===== src/design/cofs_pkg.sv =====
// Shared types and constants of the operand fetch sequencer.
`default_nettype none

package cofs_pkg;

   // Action codes of an input transfer
   localparam logic ACT_START = 1'b0;
   localparam logic ACT_DATA  = 1'b1;

   // Result kinds
   localparam logic [1:0] KIND_READ  = 2'd0;
   localparam logic [1:0] KIND_DONE  = 2'd1;
   localparam logic [1:0] KIND_ERROR = 2'd2;

   // Addressing modes
   localparam logic [4:0] MODE_IMP    = 5'd0;
   localparam logic [4:0] MODE_R      = 5'd1;
   localparam logic [4:0] MODE_R_R    = 5'd2;
   localparam logic [4:0] MODE_R_D8   = 5'd3;
   localparam logic [4:0] MODE_R_D16  = 5'd4;
   localparam logic [4:0] MODE_D16    = 5'd5;
   localparam logic [4:0] MODE_MR_R   = 5'd6;
   localparam logic [4:0] MODE_R_MR   = 5'd7;
   localparam logic [4:0] MODE_R_HLI  = 5'd8;
   localparam logic [4:0] MODE_R_HLD  = 5'd9;
   localparam logic [4:0] MODE_HLI_R  = 5'd10;
   localparam logic [4:0] MODE_HLD_R  = 5'd11;
   localparam logic [4:0] MODE_R_A8   = 5'd12;
   localparam logic [4:0] MODE_A8_R   = 5'd13;
   localparam logic [4:0] MODE_D8     = 5'd14;
   localparam logic [4:0] MODE_HL_SPR = 5'd15;
   localparam logic [4:0] MODE_A16_R  = 5'd16;
   localparam logic [4:0] MODE_D16_R  = 5'd17;
   localparam logic [4:0] MODE_MR_D8  = 5'd18;
   localparam logic [4:0] MODE_MR     = 5'd19;
   localparam logic [4:0] MODE_R_A16  = 5'd20;
   localparam logic [4:0] MODE_LAST   = MODE_R_A16;

   // High page for I/O accesses
   localparam logic [15:0] HIGH_PAGE = 16'hFF00;

   // Which bus read the sequencer waits for
   typedef enum logic [1:0] {
      PH_IDLE,
      PH_READ1,
      PH_READ2,
      PH_READ3
   } phase_type;

   typedef struct packed {
      logic        action;
      logic        inst_valid;
      logic [4:0]  mode;
      logic [15:0] reg1_value;
      logic [15:0] reg2_value;
      logic        reg1_is_c;
      logic [15:0] pc_in;
      logic [15:0] hl_in;
      logic [7:0]  bus_data;
   } req_type;

   typedef struct packed {
      logic [1:0]  kind;
      logic [15:0] read_address;
      logic [15:0] fetched_value;
      logic [15:0] dest_address;
      logic        dest_in_memory;
      logic [15:0] pc_out;
      logic        hl_changed;
      logic [15:0] hl_out;
      logic [1:0]  bus_cycles;
   } rsp_type;

   // Sequencer state; held_hl bit 16 flags a changed HL
   typedef struct packed {
      phase_type   phase;
      logic [4:0]  held_mode;
      logic [7:0]  low_byte;
      logic [15:0] held_fetch;
      logic [15:0] held_dest;
      logic        held_dest_flag;
      logic [15:0] held_pc;
      logic [16:0] held_hl;
      logic [1:0]  read_count;
   } state_type;

endpackage

`default_nettype wire


===== src/design/cofs_step.sv =====
// Next-state and result logic of the operand fetch sequencer for one transfer.
`default_nettype none

module cofs_step
   import cofs_pkg::*;
(
   input  wire req_type   req,
   input  wire state_type cur,
   output state_type      nxt,
   output logic           res_valid,
   output rsp_type        res
);

   logic        fin;
   logic        go;
   logic [15:0] addr;
   phase_type   go_phase;
   logic [15:0] word;
   logic [15:0] pc_next;
   logic [15:0] r2_page;
   logic [15:0] r1_page;

   assign word    = {req.bus_data, cur.low_byte};
   assign pc_next = cur.held_pc + 16'd1;
   assign r1_page = req.reg1_is_c ? (req.reg1_value | HIGH_PAGE) : req.reg1_value;
   assign r2_page = req.reg1_is_c ? (req.reg2_value | HIGH_PAGE) : req.reg2_value;

   always_comb begin
      nxt       = cur;
      res       = '0;
      res_valid = 1'b0;
      fin       = 1'b0;
      go        = 1'b0;
      addr      = '0;
      go_phase  = PH_IDLE;

      if (req.action == ACT_START) begin
         // Start a new fetch; any pending one is dropped
         nxt.held_mode      = req.mode;
         nxt.held_pc        = req.pc_in;
         nxt.held_hl        = {1'b0, req.hl_in};
         nxt.held_fetch     = '0;
         nxt.held_dest      = '0;
         nxt.held_dest_flag = 1'b0;
         nxt.low_byte       = '0;
         nxt.read_count     = '0;
         nxt.phase          = PH_IDLE;
         if (!req.inst_valid || req.mode > MODE_LAST) begin
            res_valid  = 1'b1;
            res.kind   = KIND_ERROR;
            res.pc_out = req.pc_in;
            res.hl_out = req.hl_in;
         end else begin
            unique case (req.mode)
               MODE_IMP: begin
                  fin = 1'b1;
               end
               MODE_R: begin
                  nxt.held_fetch = req.reg1_value;
                  fin            = 1'b1;
               end
               MODE_R_R: begin
                  nxt.held_fetch = req.reg2_value;
                  fin            = 1'b1;
               end
               MODE_MR_R: begin
                  nxt.held_fetch     = req.reg2_value;
                  nxt.held_dest      = r1_page;
                  nxt.held_dest_flag = 1'b1;
                  fin                = 1'b1;
               end
               MODE_R_MR: begin
                  go       = 1'b1;
                  addr     = r2_page;
                  go_phase = PH_READ1;
               end
               MODE_R_HLI: begin
                  nxt.held_hl = {1'b1, req.hl_in + 16'd1};
                  go          = 1'b1;
                  addr        = req.reg2_value;
                  go_phase    = PH_READ1;
               end
               MODE_R_HLD: begin
                  nxt.held_hl = {1'b1, req.hl_in - 16'd1};
                  go          = 1'b1;
                  addr        = req.reg2_value;
                  go_phase    = PH_READ1;
               end
               MODE_HLI_R: begin
                  nxt.held_fetch     = req.reg2_value;
                  nxt.held_dest      = req.reg1_value;
                  nxt.held_dest_flag = 1'b1;
                  nxt.held_hl        = {1'b1, req.hl_in + 16'd1};
                  fin                = 1'b1;
               end
               MODE_HLD_R: begin
                  nxt.held_fetch     = req.reg2_value;
                  nxt.held_dest      = req.reg1_value;
                  nxt.held_dest_flag = 1'b1;
                  nxt.held_hl        = {1'b1, req.hl_in - 16'd1};
                  fin                = 1'b1;
               end
               MODE_A8_R, MODE_A16_R, MODE_D16_R: begin
                  nxt.held_fetch     = req.reg2_value;
                  nxt.held_dest_flag = 1'b1;
                  go                 = 1'b1;
                  addr               = req.pc_in;
                  go_phase           = PH_READ1;
               end
               MODE_MR_D8: begin
                  nxt.held_dest      = req.reg1_value;
                  nxt.held_dest_flag = 1'b1;
                  go                 = 1'b1;
                  addr               = req.pc_in;
                  go_phase           = PH_READ1;
               end
               MODE_MR: begin
                  nxt.held_dest      = req.reg1_value;
                  nxt.held_dest_flag = 1'b1;
                  go                 = 1'b1;
                  addr               = req.reg1_value;
                  go_phase           = PH_READ1;
               end
               default: begin
                  // Immediate operands: first read at PC
                  go       = 1'b1;
                  addr     = req.pc_in;
                  go_phase = PH_READ1;
               end
            endcase
         end
      end else if (cur.phase != PH_IDLE) begin
         // Take a returned bus byte
         nxt.read_count = cur.read_count + 2'd1;
         unique case (cur.held_mode)
            MODE_R_D8, MODE_R_A8, MODE_D8, MODE_HL_SPR, MODE_MR_D8: begin
               nxt.held_fetch = {8'h00, req.bus_data};
               nxt.held_pc    = pc_next;
               fin            = 1'b1;
            end
            MODE_R_MR, MODE_R_HLI, MODE_R_HLD, MODE_MR: begin
               nxt.held_fetch = {8'h00, req.bus_data};
               fin            = 1'b1;
            end
            MODE_A8_R: begin
               nxt.held_dest = HIGH_PAGE | {8'h00, req.bus_data};
               nxt.held_pc   = pc_next;
               fin           = 1'b1;
            end
            MODE_R_D16, MODE_D16, MODE_A16_R, MODE_D16_R, MODE_R_A16: begin
               unique case (cur.phase)
                  PH_READ1: begin
                     nxt.low_byte = req.bus_data;
                     nxt.held_pc  = pc_next;
                     go           = 1'b1;
                     addr         = pc_next;
                     go_phase     = PH_READ2;
                  end
                  PH_READ2: begin
                     nxt.held_pc = pc_next;
                     if (cur.held_mode == MODE_A16_R || cur.held_mode == MODE_D16_R) begin
                        nxt.held_dest = word;
                        fin           = 1'b1;
                     end else if (cur.held_mode == MODE_R_A16) begin
                        go       = 1'b1;
                        addr     = word;
                        go_phase = PH_READ3;
                     end else begin
                        nxt.held_fetch = word;
                        fin            = 1'b1;
                     end
                  end
                  default: begin
                     nxt.held_fetch = {8'h00, req.bus_data};
                     fin            = 1'b1;
                  end
               endcase
            end
            default: begin
               nxt.phase = PH_IDLE;
            end
         endcase
      end

      // Close the fetch with a done result
      if (fin) begin
         nxt.phase          = PH_IDLE;
         res_valid          = 1'b1;
         res.kind           = KIND_DONE;
         res.fetched_value  = nxt.held_fetch;
         res.dest_address   = nxt.held_dest;
         res.dest_in_memory = nxt.held_dest_flag;
         res.pc_out         = nxt.held_pc;
         res.hl_changed     = nxt.held_hl[16];
         res.hl_out         = nxt.held_hl[15:0];
         res.bus_cycles     = nxt.read_count;
      end

      // Issue a bus read request
      if (go) begin
         nxt.phase        = go_phase;
         res_valid        = 1'b1;
         res.kind         = KIND_READ;
         res.read_address = addr;
      end
   end

endmodule

`default_nettype wire


===== src/design/cofs_rsp_reg.sv =====
// Result register of the operand fetch sequencer with valid/ready output.
`default_nettype none

module cofs_rsp_reg
   import cofs_pkg::*;
(
   input  wire          clock,
   input  wire          reset,
   input  wire          load,
   input  wire rsp_type load_data,
   input  wire          rsp_ready,
   output logic         rsp_valid,
   output rsp_type      rsp_data,
   output logic         take
);

   logic    valid_ff;
   logic    valid_in;
   rsp_type data_ff;
   rsp_type data_in;

   // Register is free when empty or drained this cycle
   assign take     = !valid_ff || rsp_ready;
   assign valid_in = load ? 1'b1 : (valid_ff && !rsp_ready);
   assign data_in  = load ? load_data : data_ff;

   always_ff @(posedge clock) begin
      if (reset) begin
         valid_ff <= 1'b0;
      end else begin
         valid_ff <= valid_in;
      end
   end

   // Hold payload until the next load
   always_ff @(posedge clock) begin
      data_ff <= data_in;
   end

   assign rsp_valid = valid_ff;
   assign rsp_data  = data_ff;

endmodule

`default_nettype wire


===== src/design/cpu_operand_fetch_sequencer_core.sv =====
// Top level of the operand fetch sequencer.
// Usage:
//   The req_ channel carries start transfers (req_action 0) with mode, operand
//   registers, PC and HL, and returned bus bytes (req_action 1) in req_bus_data.
//   The rsp_ channel returns one result per transfer that produces one: a bus
//   read request (kind 0), a done result (kind 1) or an error (kind 2).
//   A bus byte that arrives while no fetch is pending gives no result.
//   A start while a fetch is pending drops the pending fetch.
// Timing and throughput:
//   A result is presented in the cycle after its transfer is accepted. One
//   transfer is accepted every cycle while no result stalls; the single result
//   register sets that figure; the sequencer state updates in the same cycle.
// Reset:
//   Synchronous active-high reset clears the sequencer to idle and empties
//   the result register.
// Stall:
//   While a result waits with rsp_ready low, req_ready is low and the result
//   holds; req_ready returns in the cycle the result is taken.
`default_nettype none

module cpu_operand_fetch_sequencer_core
   import cofs_pkg::*;
(
   input  wire         clock,
   input  wire         reset,
   input  wire         req_valid,
   output logic        req_ready,
   input  wire         req_action,
   input  wire         req_inst_valid,
   input  wire  [4:0]  req_mode,
   input  wire  [15:0] req_reg1_value,
   input  wire  [15:0] req_reg2_value,
   input  wire         req_reg1_is_c,
   input  wire  [15:0] req_pc_in,
   input  wire  [15:0] req_hl_in,
   input  wire  [7:0]  req_bus_data,
   output logic        rsp_valid,
   input  wire         rsp_ready,
   output logic [1:0]  rsp_kind,
   output logic [15:0] rsp_read_address,
   output logic [15:0] rsp_fetched_value,
   output logic [15:0] rsp_dest_address,
   output logic        rsp_dest_in_memory,
   output logic [15:0] rsp_pc_out,
   output logic        rsp_hl_changed,
   output logic [15:0] rsp_hl_out,
   output logic [1:0]  rsp_bus_cycles
);

   req_type   req;
   state_type state_ff;
   state_type state_in;
   state_type step_nxt;
   logic      step_valid;
   rsp_type   step_res;
   rsp_type   rsp_data;
   logic      take;
   logic      accept;

   assign req = '{
      action:     req_action,
      inst_valid: req_inst_valid,
      mode:       req_mode,
      reg1_value: req_reg1_value,
      reg2_value: req_reg2_value,
      reg1_is_c:  req_reg1_is_c,
      pc_in:      req_pc_in,
      hl_in:      req_hl_in,
      bus_data:   req_bus_data
   };

   assign req_ready = take;
   assign accept    = req_valid && take;

   cofs_step u_step (
      .req       (req),
      .cur       (state_ff),
      .nxt       (step_nxt),
      .res_valid (step_valid),
      .res       (step_res)
   );

   // Advance the sequencer on each accepted transfer
   assign state_in = accept ? step_nxt : state_ff;

   always_ff @(posedge clock) begin
      if (reset) begin
         state_ff <= '0;
      end else begin
         state_ff <= state_in;
      end
   end

   cofs_rsp_reg u_rsp_reg (
      .clock     (clock),
      .reset     (reset),
      .load      (accept && step_valid),
      .load_data (step_res),
      .rsp_ready (rsp_ready),
      .rsp_valid (rsp_valid),
      .rsp_data  (rsp_data),
      .take      (take)
   );

   assign rsp_kind           = rsp_data.kind;
   assign rsp_read_address   = rsp_data.read_address;
   assign rsp_fetched_value  = rsp_data.fetched_value;
   assign rsp_dest_address   = rsp_data.dest_address;
   assign rsp_dest_in_memory = rsp_data.dest_in_memory;
   assign rsp_pc_out         = rsp_data.pc_out;
   assign rsp_hl_changed     = rsp_data.hl_changed;
   assign rsp_hl_out         = rsp_data.hl_out;
   assign rsp_bus_cycles     = rsp_data.bus_cycles;

endmodule

`default_nettype wire


===== config.mk =====
export PLATFORM = sky130hd
export DESIGN_NAME = cpu_operand_fetch_sequencer_core
export DESIGN_NICKNAME = d
export VERILOG_FILES = /design/src/design/cofs_pkg.sv /design/src/design/cofs_step.sv /design/src/design/cofs_rsp_reg.sv /design/src/design/cpu_operand_fetch_sequencer_core.sv
export SDC_FILE = /design/constraint.sdc
export NUM_CORES = 1
export LEC_CHECK = 0
export BUFFER_PORTS_ARGS = -buffer_cell sky130_fd_sc_hd__clkbuf_2
export CAP_MARGIN = 20
export CORE_MARGIN = 5
export CORE_UTILIZATION = 55
export DETAILED_ROUTE_END_ITERATION = 16
export PLACE_DENSITY_LB_ADDON = 0.15
export SETUP_SLACK_MARGIN = 0.5
export SYNTH_ARGS = -nofsm -noshare
export SYNTH_HDL_FRONTEND = slang
export SYNTH_SLANG_ARGS = --single-unit

===== constraint.sdc =====
create_clock -name clock -period 6.2 [get_ports clock]
set_input_delay 0.31 -clock clock [delete_from_list [all_inputs] [get_ports clock]]
set_output_delay 0.31 -clock clock [all_outputs]
set_load 0.05 [all_outputs]

==> flow_metrics.env <==
export IMPL_rsz0062_at_grt="no"
export IMPL_drt_iter0_drc=1256
export IMPL_slowest_stage="clkinv_2"
export IMPL_dp_hpwl_mm=22.4
export IMPL_cellLeakagePower_nw=4.47
export IMPL_gr_usage_all_layers_pct=29.4
export IMPL_synth_flop_cell="edfxtp_1"
export IMPL_clk_pin_slew_ns=0.07
export IMPL_synth_edf_count=86
export IMPL_min_from="req_pc_in[13]"
export IMPL_pin_count=172
export IMPL_cts_max_level=4
export IMPL_crit_buf_inv=3
export IMPL_synth_avg_cell_area_um2=8.75
export IMPL_finalWirelength_mm=32.3
export IMPL_period_share_pct=64.0
export IMPL_timing_rr_end="u_rsp_reg.rsp_data[42]"
export IMPL_rows=49
export IMPL_setup_tns_ns=0
export IMPL_fin_area_um2=11600
export IMPL_io_buffers=171
export IMPL_totalPowerFinal_w=0.00282
export IMPL_tightest_slew_ns=1.02
export IMPL_via_per_inst=6.54
export IMPL_wire_per_inst_um=21.4
export IMPL_status="complete, no violations"
export IMPL_grt_max_degree=97
export IMPL_cts_resized=0
export IMPL_die_area_um2=21300
export IMPL_die_w_um=146
export IMPL_peakVddDrop_v=0.000183
export IMPL_worst_setup_path_start_kind="flip-flop"
export IMPL_drv_cap=0
export IMPL_synth_seq_area_share_pct=42.0
export IMPL_r2r_start="state_ff[80]"
export IMPL_slew_headroom_pct=31.8
export IMPL_final_cells=1511
export IMPL_timing_final_ws_setup_ns=2.23
export IMPL_dpl_cell_area_um2=11000
export IMPL_drive_gt1_share_pct=18.9
export IMPL_arrival_ns=4.11
export IMPL_worst_path_largest_cell_delay_ns=0.83
export IMPL_m1WireLength_mm=13.6
export IMPL_routed_wl_met3_mm=3.33
export IMPL_post_cts_buffers=0
export IMPL_core_area_um2=18100
export IMPL_fillers=1538
export IMPL_fmax_ghz=0.252
export IMPL_synth_cell_types=73
export IMPL_insertedDiodeCount=0
export IMPL_synth_async_reset_ratio_pct=0
export IMPL_final_setup_viol_count=0
export IMPL_synth_area_um2=10200
export IMPL_yosys_warnings=0
export IMPL_p_per_area_nw_per_um2=242
export IMPL_cts_hold_buf=0
export IMPL_cts_made_buffers=17
export IMPL_whs_endpoint="u_rsp_reg.rsp_data[32]"
export IMPL_crit_fanout=52
export IMPL_critical_path_class="flip-flop to flip-flop"
export IMPL_min_path_type="primary input to flip-flop"
export IMPL_dp_cells=1477
export IMPL_cts_tree="built"
export IMPL_timing_final_hold_violations=0
export IMPL_min_period_ns=3.97
export IMPL_vias=9884
export IMPL_antenna_found_initial=0
export IMPL_place_ws_ns=2.29
export IMPL_clkSinkCount=170
export IMPL_area_delta_synth_final_pct=14.7
export IMPL_wl_met2_mm=14.3
export IMPL_finalNetCount=1372
export IMPL_synth_cells=1160
export IMPL_cp_cell_sequence="nand2_1 -> nor4_4 -> buf_4 -> o311ai_4 -> and2_2 -> o21ai_0 -> clkinv_2 -> buf_4"
export IMPL_clock_path_buffers=2
export IMPL_crit_top_cell="buf_4"
export IMPL_final_antenna_net_count=0
export IMPL_drt_pass1_iterations=7
export IMPL_place_gp_congestion=0.983
export IMPL_reg2reg_slack_ns=2.23
export IMPL_grt_pass1_vias=9210
export IMPL_top_layer="met4"
export IMPL_insertion_delay_ns=0.44
export IMPL_grt_remaining_overflow=0
export IMPL_cp_required_ns=6.34
export IMPL_drc=0
export IMPL_drv_slew=0
export IMPL_worst_path_dominant_cell_family="buffers and inverters"
export IMPL_cts_root_buf="clkbuf_16"
export IMPL_hold_path_depth=3
export IMPL_skew_ns=0.0119
export IMPL_worstRegToRegCells=8
export IMPL_die_height_um=146
export IMPL_yosys_register_bits=170
export IMPL_cp_end_kind="flip-flop"
export IMPL_initial_core_util_pct=56.1
export IMPL_grt_first_pass_wirelength_mm=50.5
export IMPL_synth_fp_nets=1263
[how the worst max path moves through the flow]
stage                                    from                     end  slack, ns  depth (start not counted)
after floorplan           u_rsp_reg.rsp_valid   u_rsp_reg.rsp_data[0]       2.29                          6
after global placement           state_ff[80]  u_rsp_reg.rsp_data[47]       2.32                          8
after detailed placement         state_ff[80]  u_rsp_reg.rsp_data[46]       2.29                          8
after CTS                        state_ff[80]  u_rsp_reg.rsp_data[42]       2.26                          8
after global routing             state_ff[80]  u_rsp_reg.rsp_data[58]       1.89                          8
final                            state_ff[80]  u_rsp_reg.rsp_data[42]       2.23                          8
[synth_stat cells, types with 11 or more instances]
| cell | instances | area (µm²) |
|---|---|---|
| nor2_1 | 143 | 537 |
| nand2_1 | 116 | 435 |
| a21oi_1 | 89 | 445 |
| edfxtp_1 | 86 | 2580 |
| dfxtp_1 | 84 | 1680 |
| clkbuf_1 | 74 | 278 |
| a211oi_1 | 58 | 435 |
| o21ai_0 | 49 | 245 |
| nand3_1 | 34 | 170 |
| a221oi_1 | 27 | 236 |
| a22oi_1 | 26 | 195 |
| xnor2_1 | 22 | 193 |
| a22o_1 | 21 | 184 |
| buf_2 | 20 | 100 |
| inv_1 | 19 | 71.3 |
| ha_1 | 18 | 225 |
| mux2i_1 | 17 | 170 |
| o22ai_1 | 15 | 93.8 |
| and3_1 | 14 | 87.6 |
| nor2b_1 | 14 | 87.6 |
| nor3_1 | 13 | 65.1 |
| a21o_1 | 12 | 90.1 |
| nand2b_1 | 11 | 68.8 |
| o21a_1 | 11 | 82.6 |
[flip-flops by register name, indices dropped and copies added, names as in the netlist]
register             count
state_ff                83
u_rsp_reg.rsp_data      86
u_rsp_reg.rsp_valid      1
[kinds of logic (layout without fill, tap and decap cells)]
logic type | after synthesis | count (layout) | synth area share [%]
adders and majority gates | 19 | 19 | 2.42
buffers and inverters | 117 | 239 | 4.57
muxes | 20 | 20 | 2.01
xor gates and xnor gates | 27 | 27 | 2.33
and+or+nand+nor | 398 | 398 | 18.0
DFF | 170 | 170 | 42.0
AOI/OAI and AO/OA | 409 | 409 | 28.7
[layer usage]
metal / vias up / track usage, %
li1: 4619 / -
met5: - / 0
met4: 0 / 10.6
met1: 4572 / 40.9
met3: 93 / 6.51
met2: 600 / 45.0
[cell type report]
type,instances,area (µm²),area share [%]
Sequential cell,170,4260,36.6
Tap cell,229,287,2.46
Timing Repair Buffer,187,982,8.43
Inverter,20,76.3,0.655
Multi-Input combinational cell,873,5460,46.8
Clock buffer,17,425,3.65
Clock inverter,15,156,1.34
[power by group]
group / leakage (nW) / internal (W) / total [W] / switching (W)
registers: 1.52 / 0.00124 / 0.00128 / 0.0000389
clock network: 0.278 / 0.000570 / 0.00108 / 0.000507
logic: 2.67 / 0.000144 / 0.000471 / 0.000327
[through the flow]
step                      utilization, %  hold WS [ns]
final                               64.4         0.187
after global routing                64.4         0.203
after CTS                           64.3         0.185
after detailed placement            61.1         0.451
after global placement              61.1         0.447
after floorplan                        -         0.437
[worst reg2reg max path, stage by stage, from the launching register on]
cell	delay, ns
dfxtp_1	0.70
nand2_1	0.21
nor4_4	0.23
buf_4	0.30
o311ai_4	0.14
and2_2	0.34
o21ai_0	0.31
clkinv_2	0.83
buf_4	0.60
[cells in the final DEF (no fill, tap or decap), types with 17 or more instances in the layout]
cell       synthesis  layout
clkbuf_2           0     171
nor2_1           143     142
nand2_1          116     116
a21oi_1           89      87
edfxtp_1          86      86
dfxtp_1           84      84
a211oi_1          58      58
o21ai_0           49      49
nand3_1           34      34
a221oi_1          27      27
a22oi_1           26      26
xnor2_1           22      22
a22o_1            21      21
inv_1             19      18
ha_1              18      18
mux2i_1           17      17
clkbuf_16          0      17
(Power assumes the default switching activity.)
